`src/hw/rtl/ugqe_pkg.sv`:
```
// ----------------------------------------------------------------------------
// ugqe_pkg
// Shared types and codes of the undirected graph query engine.
// ----------------------------------------------------------------------------
package ugqe_pkg;

    localparam int FUNC_W   = 3;
    localparam int VERTEX_W = 4;
    localparam int EDGE_W   = 7;
    localparam int VCOUNT_W = 5;

    localparam logic [VCOUNT_W-1:0] VCOUNT_RESET = 5'd16;

    localparam logic [FUNC_W-1:0] FUNC_INSERT = 3'd0;
    localparam logic [FUNC_W-1:0] FUNC_EDGE   = 3'd1;
    localparam logic [FUNC_W-1:0] FUNC_REACH  = 3'd2;
    localparam logic [FUNC_W-1:0] FUNC_CONN   = 3'd3;
    localparam logic [FUNC_W-1:0] FUNC_ACYC   = 3'd4;
    localparam logic [FUNC_W-1:0] FUNC_WALK   = 3'd5;

    typedef struct packed {
        logic [FUNC_W-1:0]   func;
        logic [VERTEX_W-1:0] vertex_a;
        logic [VERTEX_W-1:0] vertex_b;
        logic                walk_start;
    } ugqe_in_t;

    typedef struct packed {
        logic              answer;
        logic [EDGE_W-1:0] edge_total_out;
    } ugqe_out_t;

endpackage

```
`src/hw/rtl/undirected_graph_query_engine_top.sv`:
```
// ----------------------------------------------------------------------------
// undirected_graph_query_engine_top
// Insert reads row a and, for a new edge, writes rows a and b; edge test and walk step
// read one row. Reach/connected sweep rows until the reach set stops growing (1..n
// sweeps); reach does none if a vertex is out of range or a equals b. Acyclic adds a degree sweep.
// Throughput: one item at a time; s_ready is high only when idle.
// Reset: synchronous, active low; rows read as zero until written (per-row
// valid flops), so no clearing pass is needed.
// ----------------------------------------------------------------------------
module undirected_graph_query_engine_top #(
    parameter int MAX_VERTICES = 16
) (
    input  logic                              aclk,
    input  logic                              aresetn,
    input  logic                              s_valid,
    output logic                              s_ready,
    input  ugqe_pkg::ugqe_in_t                s_data,
    output logic                              m_valid,
    input  logic                              m_ready,
    output ugqe_pkg::ugqe_out_t               m_data,
    input  logic                              cfg_valid,
    output logic                              cfg_ready,
    input  logic [ugqe_pkg::VCOUNT_W-1:0]     cfg_data
);
    import ugqe_pkg::*;

    localparam int AW    = $clog2(MAX_VERTICES);
    localparam int CNT_W = $clog2(MAX_VERTICES + 1);
    localparam int DEG_W = $clog2(MAX_VERTICES * MAX_VERTICES + 1);
    localparam logic [MAX_VERTICES-1:0] ONE_V = {{(MAX_VERTICES-1){1'b0}}, 1'b1};

    localparam logic [3:0] ST_IDLE  = 4'd0;
    localparam logic [3:0] ST_DISP  = 4'd1;
    localparam logic [3:0] ST_INS_A = 4'd2;
    localparam logic [3:0] ST_INS_B = 4'd3;
    localparam logic [3:0] ST_EDGE  = 4'd4;
    localparam logic [3:0] ST_WALK  = 4'd5;
    localparam logic [3:0] ST_CLOSE = 4'd6;
    localparam logic [3:0] ST_DEG   = 4'd7;
    localparam logic [3:0] ST_DONE  = 4'd8;

    logic [3:0]              state_reg, state_next;
    ugqe_in_t                item_reg, item_next;
    logic [VCOUNT_W-1:0]     vcount_reg, vcount_next;
    logic [EDGE_W-1:0]       edge_total_reg, edge_total_next;
    logic [MAX_VERTICES-1:0] walk_seen_reg, walk_seen_next;
    logic [VERTEX_W-1:0]     walk_prev_reg, walk_prev_next;
    logic                    walk_ok_reg, walk_ok_next;
    logic [MAX_VERTICES-1:0] reach_reg, reach_next;
    logic [CNT_W-1:0]        idx_reg, idx_next;
    logic                    pipe_vld_reg, pipe_vld_next;
    logic [AW-1:0]           pipe_idx_reg, pipe_idx_next;
    logic                    chg_reg, chg_next;
    logic [DEG_W-1:0]        deg_reg, deg_next;
    logic [CNT_W-1:0]        vcnt_reg, vcnt_next;
    logic                    ans_reg, ans_next;
    logic                    m_valid_reg, m_valid_next;
    ugqe_out_t               m_data_reg, m_data_next;
    logic [MAX_VERTICES-1:0] row_vld_reg;
    logic                    rd_vld_reg;

    logic                    ram_wr_en;
    logic [AW-1:0]           ram_wr_addr;
    logic [MAX_VERTICES-1:0] ram_wr_data;
    logic                    ram_rd_en;
    logic [AW-1:0]           ram_rd_addr;
    logic [MAX_VERTICES-1:0] ram_rd_data;

    logic [CNT_W-1:0]        n_eff;
    logic [MAX_VERTICES-1:0] mask;
    logic [MAX_VERTICES-1:0] row_eff;
    logic [MAX_VERTICES-1:0] a_onehot, b_onehot, prev_onehot;
    logic [AW-1:0]           a_addr, b_addr;
    logic                    a_ok, b_ok;
    logic                    sweep_issue, sweep_proc, sweep_end;
    logic [DEG_W-1:0]        half_plus;

    logic [MAX_VERTICES-1:0] alu_reach_new;
    logic                    alu_grew;
    logic [CNT_W-1:0]        alu_deg;

    ugqe_ram #(
        .WIDTH (MAX_VERTICES),
        .DEPTH (MAX_VERTICES)
    ) u_adj_ram (
        .clk     (aclk),
        .wr_en   (ram_wr_en),
        .wr_addr (ram_wr_addr),
        .wr_data (ram_wr_data),
        .rd_en   (ram_rd_en),
        .rd_addr (ram_rd_addr),
        .rd_data (ram_rd_data)
    );

    ugqe_row_alu #(
        .WIDTH (MAX_VERTICES)
    ) u_row_alu (
        .row       (row_eff),
        .reach     (reach_reg),
        .mask      (mask),
        .reach_new (alu_reach_new),
        .grew      (alu_grew),
        .deg_cnt   (alu_deg)
    );

    // effective vertex count: 0 acts as 1, clipped to MAX_VERTICES
    always_comb begin
        if (vcount_reg == '0) begin
            n_eff = CNT_W'(1);
        end else if (int'(vcount_reg) > MAX_VERTICES) begin
            n_eff = CNT_W'(MAX_VERTICES);
        end else begin
            n_eff = CNT_W'(vcount_reg);
        end
    end

    always_comb begin
        for (int i = 0; i < MAX_VERTICES; i++) begin
            mask[i] = (i < int'(n_eff));
        end
    end

    assign row_eff     = rd_vld_reg ? ram_rd_data : '0;
    assign a_onehot    = ONE_V << item_reg.vertex_a;
    assign b_onehot    = ONE_V << item_reg.vertex_b;
    assign prev_onehot = ONE_V << walk_prev_reg;
    assign a_addr      = AW'(item_reg.vertex_a);
    assign b_addr      = AW'(item_reg.vertex_b);
    assign a_ok        = int'(item_reg.vertex_a) < int'(n_eff);
    assign b_ok        = int'(item_reg.vertex_b) < int'(n_eff);

    assign sweep_issue = idx_reg < n_eff;
    assign sweep_proc  = pipe_vld_reg && |(reach_reg & (ONE_V << pipe_idx_reg));
    assign sweep_end   = !sweep_issue && !pipe_vld_reg;
    assign half_plus   = (deg_reg >> 1) + DEG_W'(1);

    assign s_ready   = (state_reg == ST_IDLE);
    assign cfg_ready = 1'b1;
    assign m_valid   = m_valid_reg;
    assign m_data    = m_data_reg;

    always_comb begin
        state_next      = state_reg;
        item_next       = item_reg;
        vcount_next     = cfg_valid ? cfg_data : vcount_reg;
        edge_total_next = edge_total_reg;
        walk_seen_next  = walk_seen_reg;
        walk_prev_next  = walk_prev_reg;
        walk_ok_next    = walk_ok_reg;
        reach_next      = reach_reg;
        idx_next        = idx_reg;
        pipe_vld_next   = 1'b0;
        pipe_idx_next   = pipe_idx_reg;
        chg_next        = chg_reg;
        deg_next        = deg_reg;
        vcnt_next       = vcnt_reg;
        ans_next        = ans_reg;
        m_valid_next    = m_valid_reg && !m_ready;
        m_data_next     = m_data_reg;
        ram_wr_en       = 1'b0;
        ram_wr_addr     = a_addr;
        ram_wr_data     = row_eff;
        ram_rd_en       = 1'b0;
        ram_rd_addr     = a_addr;

        unique case (state_reg)
            ST_IDLE: begin
                if (s_valid) begin
                    item_next  = s_data;
                    state_next = ST_DISP;
                end
            end
            ST_DISP: begin
                ans_next   = 1'b0;
                state_next = ST_DONE;
                idx_next   = '0;
                chg_next   = 1'b0;
                unique case (item_reg.func)
                    FUNC_INSERT: begin
                        if (a_ok && b_ok && item_reg.vertex_a != item_reg.vertex_b) begin
                            ram_rd_en  = 1'b1;
                            state_next = ST_INS_A;
                        end
                    end
                    FUNC_EDGE: begin
                        if (a_ok && b_ok) begin
                            ram_rd_en  = 1'b1;
                            state_next = ST_EDGE;
                        end
                    end
                    FUNC_REACH: begin
                        if (a_ok && b_ok) begin
                            if (item_reg.vertex_a == item_reg.vertex_b) begin
                                ans_next = 1'b1;
                            end else begin
                                reach_next = a_onehot;
                                state_next = ST_CLOSE;
                            end
                        end
                    end
                    FUNC_CONN, FUNC_ACYC: begin
                        reach_next = ONE_V;
                        state_next = ST_CLOSE;
                    end
                    FUNC_WALK: begin
                        if (a_ok) begin
                            if (item_reg.walk_start) begin
                                walk_seen_next = a_onehot;
                                walk_prev_next = item_reg.vertex_a;
                                walk_ok_next   = 1'b1;
                                ans_next       = 1'b1;
                            end else if (walk_ok_reg &&
                                         int'(walk_prev_reg) < int'(n_eff)) begin
                                ram_rd_en  = 1'b1;
                                state_next = ST_WALK;
                            end else begin
                                walk_ok_next = 1'b0;
                            end
                        end
                    end
                    default: begin
                        ans_next = 1'b0;
                    end
                endcase
            end
            ST_INS_A: begin
                if (|(row_eff & b_onehot)) begin
                    state_next = ST_DONE;
                end else begin
                    ram_wr_en   = 1'b1;
                    ram_wr_addr = a_addr;
                    ram_wr_data = row_eff | b_onehot;
                    ram_rd_en   = 1'b1;
                    ram_rd_addr = b_addr;
                    state_next  = ST_INS_B;
                end
            end
            ST_INS_B: begin
                ram_wr_en       = 1'b1;
                ram_wr_addr     = b_addr;
                ram_wr_data     = row_eff | a_onehot;
                edge_total_next = edge_total_reg + EDGE_W'(1);
                ans_next        = 1'b1;
                state_next      = ST_DONE;
            end
            ST_EDGE: begin
                ans_next   = |(row_eff & b_onehot);
                state_next = ST_DONE;
            end
            ST_WALK: begin
                if (|(row_eff & prev_onehot) && !(|(walk_seen_reg & a_onehot))) begin
                    walk_seen_next = walk_seen_reg | a_onehot;
                    walk_prev_next = item_reg.vertex_a;
                    ans_next       = 1'b1;
                end else begin
                    walk_ok_next = 1'b0;
                    ans_next     = 1'b0;
                end
                state_next = ST_DONE;
            end
            ST_CLOSE, ST_DEG: begin
                // one row read issued per cycle, row data used the cycle after
                if (sweep_issue) begin
                    ram_rd_en     = 1'b1;
                    ram_rd_addr   = idx_reg[AW-1:0];
                    idx_next      = idx_reg + CNT_W'(1);
                    pipe_vld_next = 1'b1;
                    pipe_idx_next = idx_reg[AW-1:0];
                end
                if (state_reg == ST_CLOSE) begin
                    if (sweep_proc) begin
                        reach_next = alu_reach_new;
                        if (alu_grew) begin
                            chg_next = 1'b1;
                        end
                    end
                    if (sweep_end) begin
                        if (chg_reg) begin
                            idx_next = '0;
                            chg_next = 1'b0;
                        end else if (item_reg.func == FUNC_REACH) begin
                            ans_next   = |(reach_reg & b_onehot);
                            state_next = ST_DONE;
                        end else if (item_reg.func == FUNC_CONN) begin
                            ans_next   = (reach_reg == mask);
                            state_next = ST_DONE;
                        end else begin
                            idx_next   = '0;
                            deg_next   = '0;
                            vcnt_next  = '0;
                            state_next = ST_DEG;
                        end
                    end
                end else begin
                    if (sweep_proc) begin
                        deg_next  = deg_reg + DEG_W'(alu_deg);
                        vcnt_next = vcnt_reg + CNT_W'(1);
                    end
                    if (sweep_end) begin
                        // tree test: edges == vertices - 1, degree sum counts edges twice
                        ans_next   = (half_plus == DEG_W'(vcnt_reg));
                        state_next = ST_DONE;
                    end
                end
            end
            ST_DONE: begin
                if (!m_valid_reg || m_ready) begin
                    m_valid_next               = 1'b1;
                    m_data_next.answer         = ans_reg;
                    m_data_next.edge_total_out = edge_total_reg;
                    state_next                 = ST_IDLE;
                end
            end
            default: begin
                state_next = ST_IDLE;
            end
        endcase
    end

    always_ff @(posedge aclk) begin
        if (!aresetn) begin
            state_reg      <= ST_IDLE;
            vcount_reg     <= VCOUNT_RESET;
            edge_total_reg <= '0;
            walk_seen_reg  <= '0;
            walk_prev_reg  <= '0;
            walk_ok_reg    <= 1'b1;
            pipe_vld_reg   <= 1'b0;
            m_valid_reg    <= 1'b0;
            row_vld_reg    <= '0;
        end else begin
            state_reg      <= state_next;
            vcount_reg     <= vcount_next;
            edge_total_reg <= edge_total_next;
            walk_seen_reg  <= walk_seen_next;
            walk_prev_reg  <= walk_prev_next;
            walk_ok_reg    <= walk_ok_next;
            pipe_vld_reg   <= pipe_vld_next;
            m_valid_reg    <= m_valid_next;
            if (ram_wr_en) begin
                row_vld_reg[ram_wr_addr] <= 1'b1;
            end
        end
    end

    always_ff @(posedge aclk) begin
        item_reg     <= item_next;
        reach_reg    <= reach_next;
        idx_reg      <= idx_next;
        pipe_idx_reg <= pipe_idx_next;
        chg_reg      <= chg_next;
        deg_reg      <= deg_next;
        vcnt_reg     <= vcnt_next;
        ans_reg      <= ans_next;
        m_data_reg   <= m_data_next;
        if (ram_rd_en) begin
            rd_vld_reg <= row_vld_reg[ram_rd_addr];
        end
    end

endmodule

```
`src/hw/rtl/ugqe_ram.sv`:
```
// ----------------------------------------------------------------------------
// ugqe_ram
// Generic simple dual-port RAM: one write port, one read port, registered read.
// ----------------------------------------------------------------------------
module ugqe_ram #(
    parameter int WIDTH = 16,
    parameter int DEPTH = 16,
    localparam int AW = (DEPTH > 1) ? $clog2(DEPTH) : 1
) (
    input  logic             clk,
    input  logic             wr_en,
    input  logic [AW-1:0]    wr_addr,
    input  logic [WIDTH-1:0] wr_data,
    input  logic             rd_en,
    input  logic [AW-1:0]    rd_addr,
    output logic [WIDTH-1:0] rd_data
);

    logic [WIDTH-1:0] mem [DEPTH];

    always_ff @(posedge clk) begin
        if (wr_en) begin
            mem[wr_addr] <= wr_data;
        end
        if (rd_en) begin
            rd_data <= mem[rd_addr];
        end
    end

endmodule

```
`src/hw/rtl/ugqe_row_alu.sv`:
```
// ----------------------------------------------------------------------------
// ugqe_row_alu
// Shared row unit: merges one adjacency row into the reach set and counts
// the row's neighbors that lie inside the reach set.
// ----------------------------------------------------------------------------
module ugqe_row_alu #(
    parameter int WIDTH = 16,
    localparam int CW = $clog2(WIDTH + 1)
) (
    input  logic [WIDTH-1:0] row,
    input  logic [WIDTH-1:0] reach,
    input  logic [WIDTH-1:0] mask,
    output logic [WIDTH-1:0] reach_new,
    output logic             grew,
    output logic [CW-1:0]    deg_cnt
);

    logic [WIDTH-1:0] in_reach;

    assign reach_new = reach | (row & mask);
    assign grew      = (reach_new != reach);
    assign in_reach  = row & reach & mask;

    always_comb begin
        deg_cnt = '0;
        for (int i = 0; i < WIDTH; i++) begin
            deg_cnt = deg_cnt + CW'(in_reach[i]);
        end
    end

endmodule

```
`config.mk`:
```
export PLATFORM = sky130hd
export DESIGN_NAME = undirected_graph_query_engine_top
export DESIGN_NICKNAME = d
export VERILOG_FILES = /design/src/hw/rtl/ugqe_pkg.sv /design/src/hw/rtl/undirected_graph_query_engine_top.sv /design/src/hw/rtl/ugqe_ram.sv /design/src/hw/rtl/ugqe_row_alu.sv
export SDC_FILE = /design/constraint.sdc
export NUM_CORES = 1
export LEC_CHECK = 0
export ABC_CLOCK_PERIOD_IN_PS = 7700
export BUFFER_PORTS_ARGS = -buffer_cell sky130_fd_sc_hd__buf_2
export CAP_MARGIN = 20
export CORE_MARGIN = 3
export CORE_UTILIZATION = 55
export DETAILED_ROUTE_END_ITERATION = 12
export GPL_ROUTABILITY_DRIVEN = 0
export PLACE_DENSITY = 0.71
export SKIP_LAST_GASP = 1
export SLEW_MARGIN = 20
export SYNTH_ARGS = -nofsm -noshare
export SYNTH_HDL_FRONTEND = slang
export SYNTH_SLANG_ARGS = --single-unit
```
`constraint.sdc`:
```
create_clock -name aclk -period 7.7 [get_ports aclk]
set_input_delay 0.77 -clock aclk [delete_from_list [all_inputs] [get_ports aclk]]
set_output_delay 0.77 -clock aclk [all_outputs]
set_load 0.005 [all_outputs]
```
==> impl_metrics.py <==
metrics = {
    "synth": {
        "ys_async_sr_fraction_pct": 0,
        "synth_top_family_by_area": "simple AND/OR/NAND/NOR gates",
        "synth-xor-area-share_pct": 1.53,
        "yosysWarnings": 0,
        "synth_compound_area_share_pct": 12.1,
        "ys_types": 79,
        "avgSynthCellArea_um2": 12.1,
        "synth_nets": 1579,
        "synth_flop_cell": "edfxtp_1",
        "muxShareOfSynthArea_pct": 6.32,
        "syn_inst": 1519,
        "synth_edf_count": 334,
        "yosysSeqAreaShare_pct": 60.6,
        "syn_area_mm2": 0.0184,
        "synthAdderAreaFrac_pct": 3.04,
        "synth_seq_cells": 389,
        "yosys.area_share.simple_pct": 13.5,
    },
    "setup_path": {
        "critPathMaxStageDelay_ns": 0.76,
        "end_kind": "register",
        "path_cells": "inv_1 -> nand2_1 -> a21oi_1 -> and2_1 -> ha_1 -> inv_1 -> fa_1 -> inv_1 -> fa_1 -> fa_1 -> fa_1 -> fa_1 -> inv_1 -> fa_1 -> fa_1 -> nor2b_1 -> o21ai_0 -> nand2b_1 -> and2_1 -> o2111ai_1 -> xor2_1 -> nor2_1",
        "critPathMaxFanout": 20,
        "r2r_end": "deg_reg[8]$_SDFFCE_PP0P_",
        "cp.arrival_ns": 6.98,
        "cp_data_required_time_ns": 7.95,
        "cpMaxStageDelayCell": "dfxtp_1",
        "path_common_cell": "fa_1",
        "rr_worst_depth": 22,
        "rrSetupSlack_ns": 0.97,
        "crit_type": "register to register",
        "r2r_start": "vcount_reg[4]$_SDFFE_PN1P_",
        "startpoint_type": "register",
    },
    "global_route": {
        "antenna_found_initial": 0,
        "grt_pass1_vias": 12400,
        "grt_max_degree": 55,
        "grt_pass1_wl_um": 73200,
        "track_usage_pct": 26.7,
        "grt_overflow": 0,
    },
    "cts": {
        "postCtsHoldBufs": 0,
        "cts_tree": "yes",
        "clk_pin_slew_ns": 0.06,
        "cts_made_buffers": 41,
        "clockBufferDepth": 3,
        "cts.htree.levels": 2,
        "cts_resized": 0,
        "cts_setup_buffers": 0,
        "root_buffer": "clkbuf_16",
        "insertion_delay_ns": 0.55,
        "cts.sinks": 389,
    },
    "route": {
        "drc": 0,
        "vias": 12900,
        "first_pass_iters": 5,
        "wl_per_cell_um": 24.0,
        "drt-total-wl_um": 48400,
        "ant_nets": 0,
        "vias_per_cell": 6.41,
        "drt_iter0_markers": 1409,
    },
    "cells_and_area": {
        "layout_common_cells": "edfxtp_1 (334), nand2_1 (203), nor2_1 (108), mux2i_1 (108), o21ai_0 (72)",
        "multi_input_area_mm2": 0.00681,
        "mostFrequentLayoutCell": "edfxtp_1",
        "syn_to_final_growth_pct": 10.9,
        "regMostFlops": "u_adj_ram.mem",
        "nets": 1601,
        "drive_above_1_share_pct": 12.2,
        "final_util_pct": 62.3,
        "largest_reg_flops": 256,
        "n_fill_cell": 2536,
        "regArea_mm2": 0.0111,
        "final_cell_area_mm2": 0.0204,
        "layout.cells.non_filler": 2015,
        "antennaDiodeCount": 0,
    },
    "timing": {
        "finalHoldViolCount": 0,
        "worst_slack_ns": 0.972,
        "grt_setup_unrepaired": "false",
        "slew_viol_final": 0,
        "fmax_mhz": 149,
        "finalSetupTns_ns": 0,
        "fin_skew_ns": 0.0155,
        "min_period_ns": 6.73,
        "max-slew-margin-rel_pct": 23.8,
        "worst_pin_slew_ns": 1.14,
        "fin_crit_sh_pct": 87.4,
        "finalSetupViolCount": 0,
        "hold_slack_ns": 0.392,
    },
    "min_path": {
        "hold_end": "a_addr[1]$_DFFE_PP_",
        "whs_path_depth": 1,
        "hold_start": "s_data[6]",
        "hp-class": "primary input to register",
    },
    "die": {
        "dieArea_mm2": 0.0356,
        "die_w_um": 189,
        "dieHeight_um": 189,
        "core_area_mm2": 0.0327,
        "start_util_pct": 56.1,
        "io_pins": 33,
        "rows": 66,
    },
    "placement": {
        "port_buffers": 31,
        "dp_cells": 1939,
        "dp_slack_ns": 1.01,
        "dp_hpwl_um": 30900,
        "post_dp_cell_area_mm2": 0.0190,
    },
    "status": {
        "status": "completed",
    },
    "flow_run": {
        "maxCapViolations": 0,
    },
    "power": {
        "p_leak_nw": 7.11,
        "power_density_mw_per_mm2": 299,
        "finalPower_mw": 6.08,
        "ir_drop_v": 0.000219,
    },
}
## final cells by class
type                    count  share of cell area, %
well taps                 442                   2.72
clock buffers              51                   5.48
clock inverters            24                  0.940
inverters                  31                  0.572
multi-input cells        1009                   33.4
repair buffers             69                   2.16
flip-flops and latches    389                   54.7
## critical path, delay by kind of cell (launching register included)
kind	cells	cell delay, ns
adder cells (fa/ha/maj)	8	3.70
AND/OR/NAND/NOR	6	0.92
AO/OA/AOI/OAI	3	0.37
buffers and inverters	4	0.56
XOR/XNOR	1	0.16
flip-flops	1	0.76
## kinds of logic after synthesis
family	Yosys count
XOR/XNOR	32
other	1
adder cells (fa/ha/maj)	38
buffers and inverters	121
AO/OA/AOI/OAI	308
AND/OR/NAND/NOR	515
flip-flops	389
multiplexers	115
## worst max-delay path by stage
stage,slack (ns),endpoint,start,depth (start not counted)
2_1_floorplan,1.53,deg_reg[5]$_SDFFCE_PP0P_,vcount_reg[4]$_SDFFE_PN1P_,24
3_5_place_dp,1.01,deg_reg[5]$_SDFFCE_PP0P_,vcount_reg[4]$_SDFFE_PN1P_,22
6_report,0.97,deg_reg[8]$_SDFFCE_PP0P_,vcount_reg[4]$_SDFFE_PN1P_,22
3_3_place_gp,1.10,deg_reg[5]$_SDFFCE_PP0P_,vcount_reg[4]$_SDFFE_PN1P_,22
4_1_cts,1.02,deg_reg[7]$_SDFFCE_PP0P_,vcount_reg[4]$_SDFFE_PN1P_,22
5_1_grt,0.56,deg_reg[8]$_SDFFCE_PP0P_,vcount_reg[4]$_SDFFE_PN1P_,22
## metal layers
metal  track usage (%)  wire (um)
met5                 0          0
met1              36.5      19200
met2              43.2      22900
met4              10.9       1940
met3              4.07       4280
## cell usage after synthesis (19+ instances only)
cell      instances  area [um2]
ha_1             27         338
a32oi_1          54         473
nand2_1         203         762
o21ai_0          72         360
inv_1            30         113
nand3_1          24         120
clkbuf_1         57         214
nor2b_1          24         150
mux2i_1         108        1080
a22oi_1          21         158
edfxtp_1        334       10000
buf_2            19        95.1
nor2_1          126         473
nor3_1           20         100
a21oi_1          39         195
dfxtp_1          55        1100
## power breakdown
group / switching [mW] / leakage, nW / total (mW) / internal [mW]
logic: 0.973 / 2.96 / 1.51 / 0.535
registers: 0.163 / 3.50 / 2.66 / 2.50
clock network: 0.808 / 0.652 / 1.91 / 1.10
total: 1.94 / 7.11 / 6.08 / 4.14
Note: power is estimated with default switching activity, not from simulation.
